$ cat src/hw/rtl/crq_pkg.sv
// Shared types and constants for the coalescing request queue.
// Used by crq_mem, crq_seq and coalescing_request_queue; depends on nothing.
`default_nettype none

package crq_pkg;

  localparam int QUEUE_DEPTH = 16;
  localparam int IDX_W       = (QUEUE_DEPTH > 1) ? $clog2(QUEUE_DEPTH) : 1;
  localparam int CNT_W       = $clog2(QUEUE_DEPTH + 1);
  localparam int ID_W        = 8;
  localparam int VOL_W       = 8;
  localparam int PCNT_W      = 5;

  typedef enum logic [2:0] {
    ST_APPENDED = 3'd0,
    ST_MERGED   = 3'd1,
    ST_FULL     = 3'd2,
    ST_POPPED   = 3'd3,
    ST_EMPTY    = 3'd4
  } status_t;

  typedef enum logic [2:0] {
    S_IDLE,
    S_SCAN,
    S_POP_RD,
    S_POP_DAT,
    S_DONE
  } seq_state_t;

  typedef struct packed {
    logic [ID_W-1:0]  id;
    logic [VOL_W-1:0] vol;
  } entry_t;

  typedef struct packed {
    logic             rd_en;
    logic [IDX_W-1:0] rd_addr;
    logic             wr_en;
    logic [IDX_W-1:0] wr_addr;
    entry_t           wr_data;
  } mem_req_t;

  typedef struct packed {
    status_t           status;
    logic [ID_W-1:0]   id;
    logic [VOL_W-1:0]  vol;
    logic [PCNT_W-1:0] pcount;
  } result_t;

  function automatic logic [IDX_W-1:0] ring_next(input logic [IDX_W-1:0] i);
    logic [IDX_W-1:0] n;
    n = IDX_W'(i + 1'b1);
    if (i == IDX_W'(QUEUE_DEPTH - 1)) begin
      n = '0;
    end
    return n;
  endfunction

endpackage

`default_nettype wire

$ cat src/hw/rtl/crq_mem.sv
// Entry storage: one write port and one registered read port.
// Depends on crq_pkg for the depth, entry layout and request struct.
`default_nettype none

module crq_mem import crq_pkg::*; (
  input  wire logic     clk,
  input  wire mem_req_t req,
  output entry_t        rd_data
);

  entry_t entry_mem [QUEUE_DEPTH];
  entry_t rd_data_r;

  always_ff @(posedge clk) begin
    if (req.wr_en) begin
      entry_mem[req.wr_addr] <= req.wr_data;
    end
  end

  always_ff @(posedge clk) begin
    if (req.rd_en) begin
      rd_data_r <= entry_mem[req.rd_addr];
    end
  end

  assign rd_data = rd_data_r;

endmodule

`default_nettype wire

$ cat src/hw/rtl/crq_seq.sv
// Sequencer: ring pointers, count, pipelined id scan over the entry memory,
// merge/append/pop decisions. Depends on crq_pkg; drives crq_mem.
`default_nettype none

module crq_seq import crq_pkg::*; (
  input  wire logic             clk,
  input  wire logic             rst_n,
  input  wire logic             in_valid,
  output logic                  in_stall,
  input  wire logic             in_kind,
  input  wire logic [ID_W-1:0]  in_sound_id,
  input  wire logic [VOL_W-1:0] in_volume,
  output logic                  res_valid,
  output result_t               res,
  input  wire logic             res_ready,
  output mem_req_t              mem_req,
  input  wire entry_t           rd_data
);

  seq_state_t       state_r, state_nxt;
  logic [IDX_W-1:0] head_r, head_nxt;
  logic [IDX_W-1:0] tail_r, tail_nxt;
  logic [CNT_W-1:0] cnt_r, cnt_nxt;
  logic [ID_W-1:0]  id_r, id_nxt;
  logic [VOL_W-1:0] vol_r, vol_nxt;
  logic [IDX_W-1:0] iss_r, iss_nxt;
  logic [CNT_W-1:0] iss_n_r, iss_n_nxt;
  logic             cmp_v_r, cmp_v_nxt;
  logic [IDX_W-1:0] cmp_pos_r, cmp_pos_nxt;
  result_t          res_r, res_nxt;

  logic in_acc;
  logic scan_hit;
  logic scan_end;
  logic vol_gt;
  logic full;
  logic empty;

  assign in_stall = (state_r != S_IDLE);
  assign in_acc   = in_valid && !in_stall;
  assign scan_hit = cmp_v_r && (rd_data.id == id_r);
  assign scan_end = !scan_hit && (iss_n_r == cnt_r);
  assign vol_gt   = vol_r > rd_data.vol;
  assign full     = (cnt_r == CNT_W'(QUEUE_DEPTH));
  assign empty    = (cnt_r == '0);

  always_comb begin
    state_nxt = state_r;
    case (state_r)
      S_IDLE: begin
        if (in_acc) begin
          state_nxt = in_kind ? S_POP_RD : S_SCAN;
        end
      end
      S_SCAN: begin
        if (scan_hit || scan_end) begin
          state_nxt = S_DONE;
        end
      end
      S_POP_RD:  state_nxt = empty ? S_DONE : S_POP_DAT;
      S_POP_DAT: state_nxt = S_DONE;
      S_DONE: begin
        if (res_ready) begin
          state_nxt = S_IDLE;
        end
      end
      default:   state_nxt = S_IDLE;
    endcase
  end

  always_comb begin
    head_nxt    = head_r;
    tail_nxt    = tail_r;
    cnt_nxt     = cnt_r;
    id_nxt      = id_r;
    vol_nxt     = vol_r;
    iss_nxt     = iss_r;
    iss_n_nxt   = iss_n_r;
    cmp_v_nxt   = 1'b0;
    cmp_pos_nxt = cmp_pos_r;
    res_nxt     = res_r;
    mem_req     = '0;
    case (state_r)
      S_IDLE: begin
        if (in_acc) begin
          id_nxt    = in_sound_id;
          vol_nxt   = in_volume;
          iss_nxt   = head_r;
          iss_n_nxt = '0;
        end
      end
      S_SCAN: begin
        if (scan_hit) begin
          // raise the stored volume only when the new one is larger
          mem_req.wr_en   = vol_gt;
          mem_req.wr_addr = cmp_pos_r;
          mem_req.wr_data = '{id: id_r, vol: vol_r};
          res_nxt = '{status: ST_MERGED, id: '0, vol: '0, pcount: PCNT_W'(cnt_r)};
        end else if (scan_end) begin
          if (full) begin
            res_nxt = '{status: ST_FULL, id: '0, vol: '0, pcount: PCNT_W'(cnt_r)};
          end else begin
            mem_req.wr_en   = 1'b1;
            mem_req.wr_addr = tail_r;
            mem_req.wr_data = '{id: id_r, vol: vol_r};
            tail_nxt = ring_next(tail_r);
            cnt_nxt  = CNT_W'(cnt_r + 1'b1);
            res_nxt  = '{status: ST_APPENDED, id: '0, vol: '0,
                         pcount: PCNT_W'(cnt_r + 1'b1)};
          end
        end else begin
          mem_req.rd_en   = 1'b1;
          mem_req.rd_addr = iss_r;
          iss_nxt     = ring_next(iss_r);
          iss_n_nxt   = CNT_W'(iss_n_r + 1'b1);
          cmp_v_nxt   = 1'b1;
          cmp_pos_nxt = iss_r;
        end
      end
      S_POP_RD: begin
        if (empty) begin
          res_nxt = '{status: ST_EMPTY, id: '0, vol: '0, pcount: '0};
        end else begin
          mem_req.rd_en   = 1'b1;
          mem_req.rd_addr = head_r;
        end
      end
      S_POP_DAT: begin
        head_nxt = ring_next(head_r);
        cnt_nxt  = CNT_W'(cnt_r - 1'b1);
        res_nxt  = '{status: ST_POPPED, id: rd_data.id, vol: rd_data.vol,
                     pcount: PCNT_W'(cnt_r - 1'b1)};
      end
      default: begin
      end
    endcase
  end

  assign res_valid = (state_r == S_DONE);
  assign res       = res_r;

  always_ff @(posedge clk) begin
    if (!rst_n) begin
      state_r <= S_IDLE;
      head_r  <= '0;
      tail_r  <= '0;
      cnt_r   <= '0;
      cmp_v_r <= 1'b0;
    end else begin
      state_r <= state_nxt;
      head_r  <= head_nxt;
      tail_r  <= tail_nxt;
      cnt_r   <= cnt_nxt;
      cmp_v_r <= cmp_v_nxt;
    end
  end

  always_ff @(posedge clk) begin
    id_r      <= id_nxt;
    vol_r     <= vol_nxt;
    iss_r     <= iss_nxt;
    iss_n_r   <= iss_n_nxt;
    cmp_pos_r <= cmp_pos_nxt;
    res_r     <= res_nxt;
  end

`ifndef SYNTHESIS
  a_cnt_bound: assert property (@(posedge clk) disable iff (!rst_n)
    cnt_r <= CNT_W'(QUEUE_DEPTH))
    else $error("entry count above queue depth");

  a_empty_ptrs: assert property (@(posedge clk) disable iff (!rst_n)
    (cnt_r == '0) |-> (head_r == tail_r))
    else $error("empty queue with head and tail apart");

  a_scan_bound: assert property (@(posedge clk) disable iff (!rst_n)
    (state_r == S_SCAN) |-> (iss_n_r <= cnt_r))
    else $error("scan issued past the pending entries");

  a_done_release: assert property (@(posedge clk) disable iff (!rst_n)
    (state_r == S_DONE && res_ready) |=> (state_r == S_IDLE))
    else $error("result handed off but sequencer did not go idle");
`endif

endmodule

`default_nettype wire

$ cat src/hw/rtl/coalescing_request_queue.sv
// Coalescing request queue: a push scans the pending entries from the head for a matching id,
// one read per cycle through the single memory read port, then merges, appends or rejects;
// a pop reads the head entry. out_valid rises once the result is in the output register. One
// request is in work at a time: the next is taken only after the last result has been loaded
// into the output register, so output stalls delay it.
// Synchronous active-low reset clears pointers, count, sequencer and output valid;
// entry storage is not cleared, since only pending entries are ever read.
`default_nettype none

module coalescing_request_queue import crq_pkg::*; (
  input  wire logic              clk,
  input  wire logic              rst_n,
  // request channel
  input  wire logic              in_valid,
  output logic                   in_stall,
  input  wire logic              in_kind,
  input  wire logic [ID_W-1:0]   in_sound_id,
  input  wire logic [VOL_W-1:0]  in_volume,
  // result channel
  output logic                   out_valid,
  input  wire logic              out_stall,
  output logic [2:0]             out_status,
  output logic [ID_W-1:0]        out_id,
  output logic [VOL_W-1:0]       out_volume,
  output logic [PCNT_W-1:0]      out_pending_count
);

  mem_req_t mem_req;
  entry_t   rd_data;
  logic     res_valid;
  result_t  res;
  logic     res_ready;

  // Output register: holds the last result until the consumer takes it.
  logic    out_valid_r, out_valid_nxt;
  result_t out_res_r;

  // Storage for pending request entries.
  crq_mem u_mem (
    .clk     (clk),
    .req     (mem_req),
    .rd_data (rd_data)
  );

  // Sequencer: scans for a matching id, then merges, appends, rejects or pops.
  crq_seq u_seq (
    .clk         (clk),
    .rst_n       (rst_n),
    .in_valid    (in_valid),
    .in_stall    (in_stall),
    .in_kind     (in_kind),
    .in_sound_id (in_sound_id),
    .in_volume   (in_volume),
    .res_valid   (res_valid),
    .res         (res),
    .res_ready   (res_ready),
    .mem_req     (mem_req),
    .rd_data     (rd_data)
  );

  // Load a new result only when the output slot is free or being drained;
  // a stalled result must hold.
  assign res_ready = !out_valid_r || !out_stall;

  always_comb begin
    out_valid_nxt = out_valid_r;
    if (res_ready) begin
      out_valid_nxt = res_valid;
    end
  end

  always_ff @(posedge clk) begin
    if (!rst_n) begin
      out_valid_r <= 1'b0;
    end else begin
      out_valid_r <= out_valid_nxt;
    end
  end

  always_ff @(posedge clk) begin
    if (res_ready && res_valid) begin
      out_res_r <= res;
    end
  end

  // Drive the result ports straight from the output register.
  assign out_valid         = out_valid_r;
  assign out_status        = out_res_r.status;
  assign out_id            = out_res_r.id;
  assign out_volume        = out_res_r.vol;
  assign out_pending_count = out_res_r.pcount;

endmodule

`default_nettype wire

$ cat config.mk
export PLATFORM = sky130hd
export DESIGN_NAME = coalescing_request_queue
export DESIGN_NICKNAME = d
export VERILOG_FILES = /design/src/hw/rtl/crq_pkg.sv /design/src/hw/rtl/crq_mem.sv /design/src/hw/rtl/crq_seq.sv /design/src/hw/rtl/coalescing_request_queue.sv
export SDC_FILE = /design/constraint.sdc
export NUM_CORES = 1
export LEC_CHECK = 0
export BUFFER_PORTS_ARGS = -buffer_cell sky130_fd_sc_hd__clkbuf_2
export CAP_MARGIN = 10
export CORE_UTILIZATION = 38
export DETAILED_ROUTE_END_ITERATION = 10
export PLACE_DENSITY_LB_ADDON = 0.05
export SLEW_MARGIN = 20
export SYNTH_ARGS = -nofsm -noshare
export SYNTH_HDL_FRONTEND = slang
export SYNTH_HIERARCHICAL = 1
export SYNTH_SLANG_ARGS = --single-unit
$ cat constraint.sdc
create_clock -name clk -period 4.1 [get_ports clk]
set_input_delay 0.205 -clock clk [delete_from_list [all_inputs] [get_ports clk]]
set_output_delay 0.205 -clock clk [all_outputs]
set_load 0.03 [all_outputs]
Word level (Yosys, flattened, before mapping)
Memories as Yosys holds them, arrays and structs flattened. A register that Yosys moved wholly into a read port is not among the register bits.
Cells that the tools add are included.
{"block": "totals", "ff_bits": 95, "latch_bits": 0, "ramBits": 256, "romBits": 0, "in_bits": 21, "out_inout_bits": 26, "word_cells": 112, "mem_count": 1}
{"block": "classes", "add_sub_neg": 6, "mul": 0, "n_div": 0, "magnitude_cmp": 1, "eq_ne": 19, "shift": 0, "mux": 37, "bitwise": 5, "reduce_logical": 24}
{"name": "u_mem.entry_mem", "words": 16, "word_bits": 16, "read_ports": 1, "rd_clocked_by_memory_dff": 1, "wr": 1, "line": "crq_mem.sv:11", "rtl": "entry_t entry_mem [QUEUE_DEPTH];"}
{"op": "$mux W21", "count": 4}
{"op": "$mux W24", "count": 3}
{"op": "$pmux W24 S3", "count": 1}
{"op": "$mux W5", "count": 9}
{"op": "$pmux W5 S2", "count": 3}
{"op": "$mux W4", "count": 6}
{"op": "$mux W23", "count": 1}
{"op": "$pmux W3 S5", "count": 1}
{"op": "$add A4 B1 Y4 const B", "count": 3}
{"op": "$eq A4 B4 Y1 const B", "count": 3}
{"op": "$mux W3", "count": 4}
{"op": "$reduce_and A4 Y1", "count": 3}
{"op": "$add A5 B1 Y5 const B", "count": 2}
{"op": "$ne A2 B1 Y1 const B", "count": 5}
{"op": "$reduce_and A3 Y1", "count": 3}
{"op": "$eq A8 B8 Y1", "count": 1}
{"op": "$gt A8 B8 Y1", "count": 1}
{"op": "$pmux W4 S2", "count": 1}
{"op": "$eq A3 B2 Y1 const B", "count": 2}
{"op": "$ne A2 B2 Y1 const B", "count": 3}
{"op": "$reduce_bool A3 Y1", "count": 2}
{"op": "$eq A5 B5 Y1", "count": 1}
{"op": "$eq A5 B5 Y1 const B", "count": 1}
{"op": "$logic_not A5 Y1", "count": 1}
{"op": "other kinds (14)", "count": 28}

Depth between registers and ports, before layout
{"block": "logic_depth", "ltp_word": 9, "ltp_mapped": 12, "depth_no_buf": 9}

By module
The synthesis kept the hierarchy.
{"module": "crq_mem", "n_inst": 1, "cells_per_inst": 432, "area_per_inst_um2": 10202.3, "seq_area_each_um2": 8167.8}
{"module": "crq_seq", "n_inst": 1, "cells_per_inst": 357, "area_per_inst_um2": 3716.1, "seq_area_each_um2": 1931.9}
{"module": "coalescing_request_queue", "n_inst": 1, "cells_per_inst": 29, "area_per_inst_um2": 762.0, "seq_area_each_um2": 740.7}

Worst setup path after synthesis
No wires, ideal clock.
{"block": "synth_timing", "kind": "flip-flop to flip-flop", "startpoint": "reg u_seq.cnt_r[0]", "endpoint": "mem u_mem/entry_mem[0][0] (netlist name) (enable)", "setup_time_ps": 409, "t_arrival_ps": 3561, "slack_ps": 130, "stages_incl_launch_ff": 10, "path_buffers": 0, "cell_sequence": "dfxtp_1 > inv_1 > ha_1 > and4bb_4 > or3_4 > nor2_1 > nand2_1 > a21oi_1 > or3b_2 > nor3_1"}
{"element": "start, declared", "line": "crq_seq.sv:23", "rtl": "logic [CNT_W-1:0] cnt_r, cnt_nxt;"}
{"element": "start signal, assigned", "line": "crq_seq.sv:153", "rtl": "cnt_r <= cnt_nxt;"}
{"element": "end, declared", "line": "crq_mem.sv:11"}

==> impl_metrics.csv <==
group,metric,value,unit
status,status,"finished clean",
finish,final_layout_size_suffix_gt1_frac,0.2246,
synth,syn_area,14680,sq um
floorplan,rows,71,
finish,num_antenna_cells,0,
detailed_routing,post_drt_wl_per_cell,22.93,um
hold_path,hp-class,"primary input to flip-flop",
sta,skew,0.01228,ns
finish,finalNetCount,959,
finish,final_common_cell,"edfxtp_1",
floorplan,die_w,198.6,um
sta,fmax,265.5,MHz
synth,synthCells,818,
pwr,p_leak,5.749,nW
sta,rsz0062_at_grt,"no",
clock_network,clk_path_buf_depth,3,
synth,ys_async_sr_fraction,0,
floorplan,die-area,39420,sq um
clock_network,insertion_delay,0.55,ns
sta,slew_violations,0,
critical_path,cp_max_fo,16,
critical_path,slowest_delay,0.57,ns
grt,grt_pass1_wl,50520,um
grt,antenna_found_initial,0,
grt,overflow,0,
sta,layout_min_cycle_time,3.767,ns
clock_network,tritoncts,"built",
detailed_routing,drc,0,
synth,ys_warn_count,6,
clock_network,cts_num_sinks,367,
detailed_routing,drt_pre_antenna_iters,5,
floorplan,io_pins,47,
critical_path,crit_path_end_kind,"flip-flop",
floorplan,core,37840,sq um
sta,max_slew.worst_pin.slew,1.032,ns
synth,seq_area_frac_synth,0.7384,
critical_path,reg2reg_slack,0.33,ns
critical_path,critPathTopFamily,"simple AND/OR/NAND/NOR gates",
placement,hpwlAfterDp,21200,um
critical_path,cp_cell_sequence,"inv_1 > ha_1 > and4bb_4 > or3_4 > nor2_1 > nand2_1 > a21oi_1 > or3b_2 > nor3_2 > buf_4",
sta,slew_headroom,0.3123,
synth,synth_area_per_cell,17.95,sq um
grt,grt_max_degree,65,
critical_path,arrival,3.99,ns
sta,timing.final.crit_share,0.9188,
placement,place_congestion,0.7963,
critical_path,critPathKind,"flip-flop to flip-flop",
detailed_routing,drtIter0Drc,487,
synth,synth-main-ff-cell,"edfxtp_1",
sta,fin_tns_setup,0,ns
clock_network,cts_setup_buffers,0,
clock_network,htreeDepth,2,
synth,synth_fp_nets,854,
clock_network,numCtsBuffers,40,
grt,grt_pass1_vias,7918,
floorplan,start_util,0.3879,
grt,track_usage,0.1777,
critical_path,worstPathRequired,4.32,ns
floorplan,die_y,198.6,um
finish,num-fill-cells,3340,
pwr,ir_drop,0.3405,mV
synth,ys_types,58,
clock_network,clk_pin_slew,0.06,ns
synth,synth_edf_count,349,
clock_network,clock-root-buffer,"clkbuf_16",
sta,finalSetupViolCount,0,
detailed_routing,vias,7636,
sta,hold_viol,0,
critical_path,startpoint_type,"flip-flop",
pwr,power,8.878,mW
finish,area_growth,16.32,%
detailed_routing,ant_nets,0,
detailed_routing,via_per_inst,5.248,
placement,port_buffers,46,
detailed_routing,drt_wl_total,33360,um
pwr,powerDensity,519.9,nW/um^2
synth,synth-seq-cells,367,
critical_path,crit_slowest_cell,"or3b_2",
finish,layout_common_cells,"edfxtp_1, mux4_2, nand2_1, clkbuf_2, clkbuf_16",
critical_path,cp.buffers_inverters,2,
run,cap_violations,0,
-- flip-flops by register name, indices dropped and copies added (netlist names), 4 cells and up --
name,flops
u_seq/tail_r,4
u_seq/res,24
u_seq/id_r,8
out_pending_count,5
u_mem/entry_mem,256
u_seq/cmp_pos_r,4
u_seq/iss_n_r,5
u_mem/rd_data,16
u_seq/cnt_r,5
u_seq/vol_r,8
u_seq/iss_r,4
out_id,8
u_seq/head_r,4
out_volume,8
-- synthesized netlist by cell type, drive strengths merged (3+ instances only) --
library cell,number,area share
inv,13,0.0033
nor2b,9,0.0040
nor2,39,0.010
a311oi,3,0.0018
ha,15,0.013
a31oi,4,0.0017
and2,31,0.013
o211ai,3,0.0015
a21oi,23,0.0081
edfxtp,349,0.71
or3,3,0.0016
and3,4,0.0017
o21ai,11,0.0037
nor3,13,0.0059
nand2b,8,0.0034
xnor2,13,0.0078
a21o,4,0.0020
nand3,19,0.0065
xor2,5,0.0030
mux4,64,0.10
nand2,51,0.013
mux2i,5,0.0034
dfxtp,18,0.025
buf,22,0.010
clkbuf,16,0.0041
a22o,4,0.0024
nand4,8,0.0034
a22oi,33,0.017
o31ai,3,0.0015
-- stage by stage --
step	hold slack (ns)	instances	utilization	area [sq um]	setup WS (ns)
global route	0.08895	1455	0.4512	17080	0.05668
finish	0.07743	1455	0.4512	17080	0.3329
global placement	0.3823	1374	0.4150	15710	0.3869
floorplan	0.3039	818	-	14680	0.1302
CTS	0.04733	1455	0.4512	17080	0.3238
detailed placement	0.3836	1374	0.4150	15710	0.3749
-- layer usage --
layer  global-route usage  share of wire  routed length [um]
met4              0.05214          0.022                 721
met1               0.2558           0.47               15840
met3              0.03798          0.055                1851
met2               0.2712           0.45               14950
met5                    0              0                   0
-- logic make-up (layout without fill, tap and decap cells) --
group / after synthesis / in the layout / synth area share
compound gates: 100 / 100 / 0.04628
mux: 69 / 69 / 0.1042
fa+ha+maj: 15 / 15 / 0.01278
simple gates: 197 / 197 / 0.06963
buf+inv: 52 / 178 / 0.01798
flops: 367 / 367 / 0.7384
xor+xnor: 18 / 18 / 0.01074
-- cell type report --
class | count | area (sq um) | area share
Sequential cell | 367 | 10840 | 0.6348
Tap cell | 511 | 639.4 | 0.03744
Clock buffer | 53 | 1071 | 0.06272
Multi-Input combinational cell | 399 | 3642 | 0.2133
Timing Repair Buffer | 101 | 713.2 | 0.04176
Inverter | 14 | 52.55 | 0.003077
Clock inverter | 10 | 117.6 | 0.006887
-- report_power, final --
group          switching, mW  internal (mW)  total [mW]
logic                  0.673          0.387        1.06
clock network           1.36           2.00        3.36
registers              0.101           4.35        4.45
-- worst reg2reg max path: stages (launching register included) --
cell and delay, ns:
dfxtp_1 0.48, inv_1 0.15, ha_1 0.27, and4bb_4 0.24, or3_4 0.41, nor2_1 0.42
nand2_1 0.12, a21oi_1 0.32, or3b_2 0.57, nor3_2 0.14, buf_4 0.31
-- what timing repair did --
action                                 CTS  global route
hold buffers                            18             0
endpoints found under the hold margin   18             0
gates resized for setup                  0             0
-- final timing paths --
kind | startpoint | endpoint | cells past startpoint
setup / recovery | u_seq/cnt_r[0] | u_mem/entry_mem[0][9] | 10
hold / removal | in_valid | u_seq/state_r[2] | 3
setup reg to reg | u_seq/cnt_r[0] | u_mem/entry_mem[0][9] | 10
hold reg to reg | u_seq/res[4] | out_pending_count[4] | 0
(Power assumes the default switching activity.)
